## src/rtl/cltd_pkg.sv

```systemverilog
package cltd_pkg;

    localparam int unsigned NUM_CPUS_DEF = 8;
    localparam int unsigned PCT_STEPS    = 100;

    localparam logic [10:0] DELAY_HEAVY    = 11'd500;
    localparam logic [10:0] DELAY_MODERATE = 11'd750;
    localparam logic [10:0] DELAY_LIGHT    = 11'd2000;

    localparam logic [6:0] MED_HEAVY_PCT   = 7'd65;
    localparam logic [6:0] PRIME_HEAVY_PCT = 7'd75;
    localparam logic [6:0] MED_ACTIVE_PCT  = 7'd30;
    localparam logic [6:0] LITTLE_MOD_PCT  = 7'd30;
    localparam logic [6:0] PRIME_MOD_PCT   = 7'd35;

    localparam logic [2:0] CNT_MAX = 3'd7;

    localparam logic [2:0] REG_LITTLE_LAST = 3'd0;
    localparam logic [2:0] REG_MEDIUM_LAST = 3'd1;
    localparam logic [2:0] REG_HEAVY_UP    = 3'd2;
    localparam logic [2:0] REG_DOWN        = 3'd3;
    localparam logic [2:0] REG_HEAVY_PCT   = 3'd4;
    localparam logic [2:0] REG_MOD_PCT     = 3'd5;

    localparam logic [1:0] TIER_LIGHT    = 2'd0;
    localparam logic [1:0] TIER_MODERATE = 2'd1;
    localparam logic [1:0] TIER_HEAVY    = 2'd2;

    typedef struct packed {
        logic [2:0]  cpu_index;
        logic        cpu_up;
        logic [63:0] total_time;
        logic [63:0] idle_time;
        logic        end_of_round;
    } t_in;

    typedef struct packed {
        logic        sample_valid;
        logic [1:0]  tier_pub;
        logic [1:0]  tier_want;
        logic        tier_changed;
        logic [6:0]  all_load;
        logic [6:0]  lit_load;
        logic [6:0]  mid_load;
        logic [6:0]  big_load;
        logic [10:0] next_delay_ms;
    } t_out;

    typedef enum logic [2:0] {
        ST_IDLE,
        ST_ACCUM,
        ST_PCT_START,
        ST_PCT_RUN,
        ST_DECIDE,
        ST_EVAL,
        ST_OUT
    } t_state;

    typedef struct packed {
        logic       load;
        logic       accum;
        logic       pct_start;
        logic       pct_step;
        logic [1:0] pct_sel;
        logic       pct_store;
        logic       decide;
        logic       clear;
    } t_cmd;

    typedef struct packed {
        logic eor;
        logic had_delta;
        logic pct_last;
    } t_status;

endpackage

```

## src/rtl/cltd_datapath.sv

```systemverilog
module cltd_datapath #(
    parameter int unsigned NUM_CPUS = cltd_pkg::NUM_CPUS_DEF
) (
    input  logic             i_clk,
    input  logic             i_rst_n,
    input  cltd_pkg::t_in    i_item,
    input  cltd_pkg::t_cmd   i_cmd,
    input  logic [2:0]       i_little_last,
    input  logic [2:0]       i_medium_last,
    input  logic [2:0]       i_heavy_up,
    input  logic [2:0]       i_down,
    input  logic [6:0]       i_heavy_pct,
    input  logic [6:0]       i_mod_pct,
    output cltd_pkg::t_status o_status,
    output cltd_pkg::t_out   o_result
);
    localparam int unsigned IW = (NUM_CPUS > 1) ? $clog2(NUM_CPUS) : 1;

    logic [63:0] r_last_total [NUM_CPUS];
    logic [63:0] r_last_idle  [NUM_CPUS];
    logic [NUM_CPUS-1:0] r_snap_ok;

    cltd_pkg::t_in r_item;
    logic [63:0] r_cb [3];
    logic [63:0] r_ct [3];
    logic [63:0] r_ob, r_ot;
    logic        r_had;
    logic [1:0]  r_tier;
    logic [2:0]  r_prom, r_dem;
    logic [6:0]  r_pct [4];

    logic [63:0] r_dv_r, r_dv_b, r_dv_d;
    logic [6:0]  r_dv_q, r_dv_cnt;
    logic        r_dv_fix;
    logic [6:0]  r_dv_fixv;

    cltd_pkg::t_out r_result;

    logic        cpu_ok;
    logic [IW-1:0] cidx;
    logic [63:0] dt, di, db, lt, li;
    logic        backwards;
    logic [1:0]  clu;
    logic [63:0] sel_b, sel_t;

    assign cpu_ok = ({29'd0, r_item.cpu_index} < 32'(NUM_CPUS));
    assign cidx   = IW'(r_item.cpu_index);
    assign lt     = r_last_total[cidx];
    assign li     = r_last_idle[cidx];
    assign backwards = (r_item.total_time < lt) || (r_item.idle_time < li);
    assign dt     = r_item.total_time - lt;
    assign di     = r_item.idle_time - li;
    assign db     = (di > dt) ? 64'd0 : dt - di;
    assign clu    = (r_item.cpu_index <= i_little_last) ? 2'd0 :
                    ((r_item.cpu_index <= i_medium_last) ? 2'd1 : 2'd2);

    always_comb begin
        unique case (i_cmd.pct_sel)
            2'd0: begin sel_b = r_ob;    sel_t = r_ot;    end
            2'd1: begin sel_b = r_cb[0]; sel_t = r_ct[0]; end
            2'd2: begin sel_b = r_cb[1]; sel_t = r_ct[1]; end
            default: begin sel_b = r_cb[2]; sel_t = r_ct[2]; end
        endcase
    end

    always_ff @(posedge i_clk) begin
        if (i_cmd.load) begin
            r_item <= i_item;
        end
        if (i_cmd.accum && cpu_ok && r_item.cpu_up && r_snap_ok[cidx]) begin
            r_last_total[cidx] <= r_item.total_time;
            r_last_idle[cidx]  <= r_item.idle_time;
        end else if (i_cmd.accum && cpu_ok && r_item.cpu_up) begin
            r_last_total[cidx] <= r_item.total_time;
            r_last_idle[cidx]  <= r_item.idle_time;
        end
        if (i_cmd.pct_start) begin
            r_dv_r   <= '0;
            r_dv_b   <= sel_b;
            r_dv_d   <= sel_t - sel_b;
            r_dv_q   <= '0;
            r_dv_cnt <= '0;
            r_dv_fix <= (sel_t == 64'd0) || (sel_b >= sel_t);
            r_dv_fixv <= (sel_t == 64'd0) ? 7'd0 : 7'd100;
        end else if (i_cmd.pct_step) begin
            r_dv_cnt <= r_dv_cnt + 7'd1;
            if (r_dv_r >= r_dv_d) begin
                r_dv_r <= r_dv_r - r_dv_d;
                r_dv_q <= r_dv_q + 7'd1;
            end else begin
                r_dv_r <= r_dv_r + r_dv_b;
            end
        end
        if (i_cmd.pct_store) begin
            r_pct[i_cmd.pct_sel] <= r_dv_fix ? r_dv_fixv : r_dv_q;
        end
    end

    assign o_status = '{eor:       r_item.end_of_round,
                        had_delta: r_had,
                        pct_last:  (r_dv_cnt == 7'(cltd_pkg::PCT_STEPS - 1))};

    logic [1:0] des;
    logic [2:0] req, prom_inc, dem_inc;
    logic       promote, demote;
    logic [1:0] tier_nx, act;

    always_comb begin
        if (r_pct[0] >= i_heavy_pct || r_pct[2] >= cltd_pkg::MED_HEAVY_PCT ||
            (r_pct[3] >= cltd_pkg::PRIME_HEAVY_PCT &&
             r_pct[2] >= cltd_pkg::MED_ACTIVE_PCT)) begin
            des = cltd_pkg::TIER_HEAVY;
        end else if (r_pct[0] >= i_mod_pct || r_pct[1] >= cltd_pkg::LITTLE_MOD_PCT ||
                     r_pct[2] >= cltd_pkg::MED_ACTIVE_PCT ||
                     r_pct[3] >= cltd_pkg::PRIME_MOD_PCT) begin
            des = cltd_pkg::TIER_MODERATE;
        end else begin
            des = cltd_pkg::TIER_LIGHT;
        end
        req      = (des == cltd_pkg::TIER_HEAVY) ? i_heavy_up : 3'd1;
        prom_inc = (r_prom < cltd_pkg::CNT_MAX) ? r_prom + 3'd1 : r_prom;
        dem_inc  = (r_dem < cltd_pkg::CNT_MAX) ? r_dem + 3'd1 : r_dem;
        promote  = (des > r_tier) && (prom_inc >= req);
        demote   = (des < r_tier) && (dem_inc >= i_down);
        tier_nx  = (promote || demote) ? des : r_tier;
        act      = (tier_nx > des) ? tier_nx : des;
    end

    always_ff @(posedge i_clk) begin
        if (!i_rst_n) begin
            r_snap_ok <= '0;
            for (int k = 0; k < 3; k++) begin
                r_cb[k] <= '0;
                r_ct[k] <= '0;
            end
            r_ob   <= '0;
            r_ot   <= '0;
            r_had  <= 1'b0;
            r_tier <= cltd_pkg::TIER_LIGHT;
            r_prom <= '0;
            r_dem  <= '0;
        end else begin
            if (i_cmd.accum && cpu_ok) begin
                if (!r_item.cpu_up) begin
                    r_snap_ok[cidx] <= 1'b0;
                end else if (!r_snap_ok[cidx] || backwards) begin
                    r_snap_ok[cidx] <= 1'b1;
                end else if (dt != 64'd0) begin
                    r_cb[clu] <= r_cb[clu] + db;
                    r_ct[clu] <= r_ct[clu] + dt;
                    r_ob      <= r_ob + db;
                    r_ot      <= r_ot + dt;
                    r_had     <= 1'b1;
                end
            end
            if (i_cmd.decide) begin
                r_result.sample_valid <= r_had;
                r_result.tier_want    <= r_had ? des : cltd_pkg::TIER_LIGHT;
                r_result.all_load     <= r_had ? r_pct[0] : 7'd0;
                r_result.lit_load     <= r_had ? r_pct[1] : 7'd0;
                r_result.mid_load     <= r_had ? r_pct[2] : 7'd0;
                r_result.big_load     <= r_had ? r_pct[3] : 7'd0;
                r_result.tier_pub     <= r_had ? tier_nx : r_tier;
                r_result.tier_changed <= r_had && (promote || demote);
                r_result.next_delay_ms <=
                    (!r_had || act == cltd_pkg::TIER_HEAVY) ? cltd_pkg::DELAY_HEAVY :
                    ((act == cltd_pkg::TIER_MODERATE) ? cltd_pkg::DELAY_MODERATE :
                     cltd_pkg::DELAY_LIGHT);
                if (r_had) begin
                    r_tier <= tier_nx;
                    if (des > r_tier) begin
                        r_dem  <= '0;
                        r_prom <= promote ? 3'd0 : prom_inc;
                    end else if (des < r_tier) begin
                        r_prom <= '0;
                        r_dem  <= demote ? 3'd0 : dem_inc;
                    end else begin
                        r_prom <= '0;
                        r_dem  <= '0;
                    end
                end
            end
            if (i_cmd.clear) begin
                for (int k = 0; k < 3; k++) begin
                    r_cb[k] <= '0;
                    r_ct[k] <= '0;
                end
                r_ob  <= '0;
                r_ot  <= '0;
                r_had <= 1'b0;
            end
        end
    end

    assign o_result = r_result;
endmodule

```

## src/rtl/cltd_ctrl.sv

```systemverilog
module cltd_ctrl (
    input  logic              i_clk,
    input  logic              i_rst_n,
    input  logic              i_in_valid,
    output logic              o_in_stall,
    output logic              o_out_valid,
    input  logic              i_out_stall,
    input  cltd_pkg::t_status i_status,
    output cltd_pkg::t_cmd    o_cmd,
    output logic              o_idle
);
    cltd_pkg::t_state r_state, n_state;
    logic [1:0] r_sel, n_sel;

    always_ff @(posedge i_clk) begin
        if (!i_rst_n) begin
            r_state <= cltd_pkg::ST_IDLE;
            r_sel   <= '0;
        end else begin
            r_state <= n_state;
            r_sel   <= n_sel;
        end
    end

    always_comb begin
        n_state = r_state;
        n_sel   = r_sel;
        o_cmd   = '0;
        o_cmd.pct_sel = r_sel;
        o_in_stall  = 1'b1;
        o_out_valid = 1'b0;
        o_idle      = 1'b0;
        unique case (r_state)
            cltd_pkg::ST_IDLE: begin
                o_in_stall = 1'b0;
                o_idle     = 1'b1;
                if (i_in_valid) begin
                    o_cmd.load = 1'b1;
                    n_state = cltd_pkg::ST_ACCUM;
                end
            end
            cltd_pkg::ST_ACCUM: begin
                o_cmd.accum = 1'b1;
                n_sel = '0;
                n_state = !i_status.eor ? cltd_pkg::ST_IDLE : cltd_pkg::ST_PCT_START;
            end
            cltd_pkg::ST_PCT_START: begin
                if (!i_status.had_delta) begin
                    n_state = cltd_pkg::ST_DECIDE;
                end else begin
                    o_cmd.pct_start = 1'b1;
                    n_state = cltd_pkg::ST_PCT_RUN;
                end
            end
            cltd_pkg::ST_PCT_RUN: begin
                o_cmd.pct_step = 1'b1;
                if (i_status.pct_last) begin
                    n_state = cltd_pkg::ST_DECIDE;
                end
            end
            cltd_pkg::ST_DECIDE: begin
                o_cmd.pct_store = i_status.had_delta;
                if (i_status.had_delta && r_sel != 2'd3) begin
                    n_sel = r_sel + 2'd1;
                    n_state = cltd_pkg::ST_PCT_START;
                end else begin
                    n_state = cltd_pkg::ST_EVAL;
                end
            end
            cltd_pkg::ST_EVAL: begin
                o_cmd.decide = 1'b1;
                o_cmd.clear  = 1'b1;
                n_state = cltd_pkg::ST_OUT;
            end
            cltd_pkg::ST_OUT: begin
                o_out_valid = 1'b1;
                if (!i_out_stall) begin
                    n_state = cltd_pkg::ST_IDLE;
                end
            end
            default: n_state = cltd_pkg::ST_IDLE;
        endcase
    end
endmodule

```

## src/rtl/cpu_load_tier_detector_core.sv

```systemverilog
// Flow: a reading without end of round is loaded and accumulated, then the
// core returns to idle; an end of round runs the percent unit on each sum
// if any delta was seen, decides, and waits for the output stall to drop.
// Throughput: one transaction at a time; the shared iterative percent
// unit, run on each sum in turn, sets the end-of-round time.
// Reset: synchronous active low; clears snapshot valid flags, sums, tier, counters,
// and restores register defaults.
module cpu_load_tier_detector_core #(
    parameter int unsigned NUM_CPUS = cltd_pkg::NUM_CPUS_DEF
) (
    input  logic           i_clk,
    input  logic           i_rst_n,
    input  logic           i_in_valid,
    output logic           o_in_stall,
    input  cltd_pkg::t_in  i_in_data,
    output logic           o_out_valid,
    input  logic           i_out_stall,
    output cltd_pkg::t_out o_out_data,
    input  logic           i_cfg_valid,
    output logic           o_cfg_ready,
    input  logic [2:0]     i_cfg_index,
    input  logic [6:0]     i_cfg_data
);
    logic [2:0] r_little, r_medium, r_hup, r_down;
    logic [6:0] r_hpct, r_mpct;
    cltd_pkg::t_cmd    cmd;
    cltd_pkg::t_status st;
    logic idle;

    assign o_cfg_ready = 1'b1;

    always_ff @(posedge i_clk) begin
        if (!i_rst_n) begin
            r_little <= 3'd3;
            r_medium <= 3'd6;
            r_hup    <= 3'd2;
            r_down   <= 3'd4;
            r_hpct   <= 7'd55;
            r_mpct   <= 7'd18;
        end else if (i_cfg_valid) begin
            unique case (i_cfg_index)
                cltd_pkg::REG_LITTLE_LAST: r_little <= i_cfg_data[2:0];
                cltd_pkg::REG_MEDIUM_LAST: r_medium <= i_cfg_data[2:0];
                cltd_pkg::REG_HEAVY_UP:    r_hup    <= i_cfg_data[2:0];
                cltd_pkg::REG_DOWN:        r_down   <= i_cfg_data[2:0];
                cltd_pkg::REG_HEAVY_PCT:   r_hpct   <= i_cfg_data;
                cltd_pkg::REG_MOD_PCT:     r_mpct   <= i_cfg_data;
                default: ;
            endcase
        end
    end

    cltd_ctrl u_ctrl (
        .i_clk       (i_clk),
        .i_rst_n     (i_rst_n),
        .i_in_valid  (i_in_valid),
        .o_in_stall  (o_in_stall),
        .o_out_valid (o_out_valid),
        .i_out_stall (i_out_stall),
        .i_status    (st),
        .o_cmd       (cmd),
        .o_idle      (idle)
    );

    cltd_datapath #(.NUM_CPUS(NUM_CPUS)) u_dp (
        .i_clk         (i_clk),
        .i_rst_n       (i_rst_n),
        .i_item        (i_in_data),
        .i_cmd         (cmd),
        .i_little_last (r_little),
        .i_medium_last (r_medium),
        .i_heavy_up    (r_hup),
        .i_down        (r_down),
        .i_heavy_pct   (r_hpct),
        .i_mod_pct     (r_mpct),
        .o_status      (st),
        .o_result      (o_out_data)
    );

    assert property (@(posedge i_clk) disable iff (!i_rst_n)
        o_out_valid |-> o_in_stall)
        else $error("input taken while result pending");

    assert property (@(posedge i_clk) disable iff (!i_rst_n)
        !o_in_stall |-> idle)
        else $error("input open outside idle");
endmodule

```

## config.mk

```make
export PLATFORM = sky130hd
export DESIGN_NAME = cpu_load_tier_detector_core
export DESIGN_NICKNAME = d
export VERILOG_FILES = /design/src/rtl/cltd_pkg.sv /design/src/rtl/cltd_datapath.sv /design/src/rtl/cltd_ctrl.sv /design/src/rtl/cpu_load_tier_detector_core.sv
export SDC_FILE = /design/constraint.sdc
export NUM_CORES = 2
export LEC_CHECK = 0
export BUFFER_PORTS_ARGS = -buffer_cell sky130_fd_sc_hd__buf_2
export CAP_MARGIN = 10
export CORE_MARGIN = 3
export CORE_UTILIZATION = 52
export CTS_CLUSTER_SIZE = 28
export DETAILED_ROUTE_END_ITERATION = 12
export PLACE_DENSITY = 0.71
export SLEW_MARGIN = 20
export SYNTH_ARGS = -nofsm -noshare
export SYNTH_HDL_FRONTEND = slang
export SYNTH_SLANG_ARGS = --single-unit
```

## constraint.sdc

```tcl
create_clock -name i_clk -period 15.2 [get_ports i_clk]
set_input_delay 0.76 -clock i_clk [delete_from_list [all_inputs] [get_ports i_clk]]
set_output_delay 0.76 -clock i_clk [all_outputs]
set_load 0.02 [all_outputs]
```

=== Yosys cells after proc, flatten, opt, wreduce, memory -nomap -nowiden ===
Memory sizes are Yosys's and may differ from the RTL's. A register that Yosys moved wholly into a read port is not among the register bits.
Cells that the tools add are included.
Widths: inputs -> output; s select.

* Add/subtract/negate cells: 15
* $mul: 0
* Divide/modulo/power cells: 0
* Magnitude comparators: 23
* Equality and inequality tests: 23
* Shifts and indexed selects: 0
* Multiplexer cells: 80
* Bitwise logic cells: 13
* Reductions and logical operators: 42

{| class="wikitable"
|+ Operator list
! operator !! count
|-
| $mux 64 || 12
|-
| $pmux 64 s3 || 2
|-
| $add 64x64->64 || 5
|-
| $sub 64x64->64 || 5
|-
| $ge 64x64->1 || 2
|-
| $lt 64x64->1 || 2
|-
| $reduce_or 64->1 || 2
|-
| $gt 64x64->1 || 1
|-
| $logic_not 64->1 || 1
|-
| $reduce_bool 64->1 || 1
|-
| $mux 3 || 15
|-
| $mux 1 || 31
|-
| $mux 2 || 11
|-
| $reduce_and 2->1 || 11
|-
| $pmux 3 s7 || 1
|-
| $mux 8 || 2
|-
| $eq 3x3->1 const B || 5
|-
| $add 7x1->7 const B || 2
|-
| $ge 7x5->1 const B || 2
|-
| $ge 7x7->1 || 2
|-
| $ge 7x7->1 const B || 2
|-
| $mux 7 || 2
|-
| $eq 3x2->1 const B || 4
|-
| $mux 11 || 1
|-
| other kinds (33) || 72
|}

* Flip-flop bits (word level): 568
* Bits in latches: 0
* Bits in writable memories: 1436
* Bits in read-only memories: 0
* Output and inout port bits: 48
* Word-level logic and storage cells: 237
* Memories: 5

{| class="wikitable"
|+ Memories
! memory !! depth !! width !! rd ports !! clocked after memory_dff !! write ports !! line !! RTL
|-
| u_dp.r_last_idle || 8 || 64 || 1 || 1 || 1 || cltd_datapath.sv:20 || <nowiki>logic [63:0] r_last_idle [NUM_CPUS];</nowiki>
|-
| u_dp.r_last_total || 8 || 64 || 1 || 1 || 1 || cltd_datapath.sv:19 || <nowiki>logic [63:0] r_last_total [NUM_CPUS];</nowiki>
|-
| u_dp.r_cb || 3 || 64 || 4 || 0 || 3 || cltd_datapath.sv:24 || <nowiki>logic [63:0] r_cb [3];</nowiki>
|-
| u_dp.r_ct || 3 || 64 || 4 || 0 || 3 || cltd_datapath.sv:25 || <nowiki>logic [63:0] r_ct [3];</nowiki>
|-
| u_dp.r_pct || 4 || 7 || 4 || 0 || 1 || cltd_datapath.sv:30 || <nowiki>logic [6:0] r_pct [4];</nowiki>
|}

=== Longest topological paths before layout ===
An unclocked memory read counts as a cell.

* Depth after elaboration: 17
* Gate-level depth with buffers: 52
* Depth with buffers taken out: 48

=== By module ===
A second synthesis with hierarchy kept.

* Cells, all modules: 9934
* Area, all modules: 114352.2 µm²

{| class="wikitable"
|+ Modules (own cells, without submodules)
! module !! instances !! cells each !! area an instance (µm²)
|-
| cltd_datapath || 1 || 9774 || 112789.4
|-
| cpu_load_tier_detector_core || 1 || 105 || 1083.5
|-
| cltd_ctrl || 1 || 55 || 479.2
|}

=== Worst setup path before layout ===
OpenSTA, ideal clock, no wires.

* Kind: flip-flop to flip-flop
* From: register (tool-made name)
* To: memory u_dp.r_cb[0][63], data pin
* Arrival time: 10.827 ns
* Setup slack: 4.111 ns
* Stages on the path, launching flop included: 49
* Buffers on the path: 7
* Clock period less this slack: 11.089 ns
* Path through: dfxtp_1 clkbuf_1 buf_1 buf_1 mux4_2 mux2i_1 ha_1 a211oi_1 o21ai_0 a31oi_1 a211oi_1 o41a_1 o21ai_0 o31ai_1 o311a_1 nor2_1 o21ai_0 a21o_1 [... 13 more ...] clkbuf_1 buf_1 nor2_1 ha_1 inv_1 a2111oi_0 nor4_1 a221oi_1 o21ai_0 o21a_1 o31ai_1 a31o_2 a41o_1 a21oi_1 o31ai_1 a21oi_1 o211ai_1 nor2_1

{| class="wikitable"
|+ RTL lines
! element !! line
|-
| end: declaration || cltd_datapath.sv:24
|}

==> flow_summary.yaml <==
logic_synthesis:
  yosysTopAreaCell: "edfxtp_1"
  ys.flop_type: "edfxtp_1"
  yosys_register_bits: 1995
  yosysWarnings: 0
  netlist_area_um2: 114000
  synth_edf_count: 1738
  syn_area_per_cell_um2: 11.2
  synth_top_area_frac: 0.459
  synth_area_leaders: "edfxtp_1 46%, ha_1 7.3%, mux4_2 5.1%"
  ys_types: 94
  async_flop_share: 0
  ys_seq_area_frac: 0.504
  syn_inst: 10200
critical_path:
  critPathRequiredTime_ps: 15770
  slowest_stage: "buf_4"
  path_common_cell: "a21o_1"
  cp.arrival_ps: 13960
  start_kind: "flip-flop"
  crit_fanout: 61
  crit_type: "reg2reg"
  path_buf_inv: 2
  crit_path_end_kind: "flip-flop"
  path_delay_family: "compound AO/OA/AOI/OAI gates"
  cpPeakStageDelay_ps: 790
clock_network:
  cts_setup_buffers: 0
  root_buffer: "clkbuf_16"
  cts.repair.resized: 0
  clk_latency_ps: 910
  clockBufferDepth: 3
  tritoncts.num_buffers: 209
  cts_sinks: 1995
  clk_pin_slew_ps: 60
  cts_tree: "yes"
  htreeDepth: 4
finish:
  drive_gt1_frac: 0.0963
  syn2layout_area_growth_pct: 10.6
  fin_nets: 11100
  layout.cells.most_common_list: "1738 x edfxtp_1, 1008 x nor2_1, 809 x a21oi_1"
  design_area_um2: 126000
  final_util: 0.578
  fin_cells: 13400
  layout_commonest_cell: "edfxtp_1"
drt:
  avgRoutedWirePerCell_um: 24.6
  via_per_inst: 6.30
  drt_iter0_drc: 9654
  wl_met3_mm: 26.2
  via_count: 84100
  ant_nets: 0
  wl_met1_mm: 141
  route.met2.wl_mm: 149
  drc_errors: 0
  maxUsedRoutingLayer: "met4"
  drt-pass1-iter-count: 10
  drt-total-wl_mm: 329
placement:
  post_dp_cell_area_um2: 117000
  gp_congestion: 0.958
  post-dp-hpwl_mm: 229
  place.port_buffers: 191
  preCtsSetupSlack_ps: 1850
  dp.cells: 12900
floorplan:
  placementRows: 171
  die_x_um: 474
  core-area_um2: 217000
  fp.dieArea_um2: 224000
  io-pin-count: 196
  initial_core_util: 0.523
  die_h_um: 474
hold_path:
  hp-class: "in2reg"
sta:
  hold_ws_ps: 55.1
  setup_viol: 0
  finalWorstSetupSlack_ps: 1810
  relSlewSlack: 0.164
  max_freq_ghz: 0.0747
  fin_crit_sh: 0.881
  hold_violations: 0
  worst_pin_slew_ps: 1250
  rsz0062_at_grt: "false"
  fin_crit_ps: 13390
  maxSlewViolCount: 0
  skew_ps: 87.0
  fin_tns_setup_ps: 0
power_and_ir_drop:
  power_density_nw_per_um2: 192
  p_seq_frac: 0.266
  p_sw_mw: 10.6
  p_leak_nw: 49.7
  power.share.clock: 0.224
  vdd_drop_max_mv: 0.141
  internal-power_mw: 13.5
  total_power_mw: 24.1
  sw_frac_of_total: 0.439
  pwr-share-comb: 0.510
run:
  drv_cap: 0
run_status:
  status: "completed"
global_routing:
  grt_usage: 0.287
  antenna_found_initial: 2
  grt_pass1_vias: 82200
  grt_max_degree: 119
  grt_overflow_total: 0
  grt_pass1_wl_mm: 497
## logic make-up (layout without fill, tap and decap cells)
kind of cell             after synthesis  count (layout)  share of synthesized area
flip-flops                          1995            1995                      0.504
AND/OR/NAND/NOR                     2750            2750                      0.110
XOR/XNOR                             592             592                     0.0456
AO/OA/AOI/OAI                       2649            2649                      0.148
multiplexers                         670             670                     0.0874
buffers and inverters                822            1156                     0.0290
other                                  2               8                  0.0000660
adder cells (fa/ha/maj)              680             680                     0.0752
## state kept, by name, indices dropped and copies added (netlist names), 7 cells and up, named ones only
register and cells:
u_dp.r_dv_cnt 7, u_dp.r_ct 192, u_dp.r_dv_q 7, u_dp.r_pct 28, u_dp.r_item 129, r_hpct 7
u_dp.r_cb 192, u_dp.r_dv_d 64, u_dp.r_ot 64, u_dp.r_ob 64, u_dp.o_result 39, u_dp.r_last_idle 512
u_dp.r_dv_b 64, u_dp.r_dv_r 64, r_mpct 7, u_dp.r_last_total 512
## area by class of cell
type                    count  area, µm²
clock inverters           151       1820
flip-flops and latches   1995      57300
multi-input cells        7345      53300
well taps                2854       3570
diodes                      4       10.0
clock buffers             245       5480
fillers                 17500      91700
inverters                 363       1370
repair buffers            397       2790
## path summary, 6_finish.rpt
check,from,endpoint,slack (ps),cells after the start
setup / recovery,flip-flop,u_dp.r_cb[1][63],1810,42
hold / removal,i_in_data[59],u_dp.r_item[59],60,1
setup reg to reg,flip-flop,u_dp.r_cb[1][63],1810,42
hold reg to reg,r_hpct[3],r_hpct[3],460,2
## Yosys cell counts, types with 65 or more instances
| cell | number |
|---|---|
| a31oi_1 | 66 |
| o21a_1 | 67 |
| o21ai_0 | 559 |
| o21bai_1 | 109 |
| a21o_1 | 447 |
| nand3_1 | 167 |
| nor3_1 | 131 |
| clkbuf_1 | 336 |
| a222oi_1 | 65 |
| mux4_2 | 258 |
| xnor2_1 | 352 |
| ha_1 | 664 |
| inv_1 | 361 |
| and2_1 | 90 |
| a211oi_1 | 70 |
| nand2_1 | 775 |
| nor2_1 | 1018 |
| dfxtp_1 | 257 |
| xor2_1 | 240 |
| and3_1 | 81 |
| nor2b_1 | 99 |
| mux2i_1 | 406 |
| nand4_1 | 133 |
| a22oi_1 | 67 |
| o211ai_1 | 67 |
| edfxtp_1 | 1738 |
| nand2b_1 | 83 |
| a21oi_1 | 811 |
## metal layers
metal,up-vias,GRT usage
li1,38600,-
met1,41200,0.407
met2,3722,0.450
met3,594,0.0407
met4,0,0.106
met5,-,0
## power groups by stage
stage | logic [mW] | registers (mW) | clock network, mW
2_1_floorplan | 8.55 | 6.42 | 0
3_3_place_gp | 11.8 | 6.49 | 0
3_5_place_dp | 11.9 | 6.51 | 0
4_1_cts | 12.0 | 6.39 | 5.45
5_1_grt | 13.3 | 6.42 | 5.69
6_report | 12.3 | 6.40 | 5.39
## what timing repair did
action / 4_1_cts / 5_1_grt
hold endpoints to repair: 96 / 0
setup endpoints to repair: 0 / 0
hold buffers: 96 / 0
## worst reg2reg max path: cells and delay by family, from the launching register on
| kind | cells | cell delay, ps |
|---|---|---|
| AOI/OAI and AO/OA | 25 | 7860 |
| and+or+nand+nor | 9 | 2000 |
| adders and majority gates | 3 | 990 |
| buffers and inverters | 2 | 910 |
| DFF | 1 | 640 |
| muxes | 2 | 600 |
| xor gates and xnor gates | 1 | 110 |
Power figures use the tool's default switching activity.
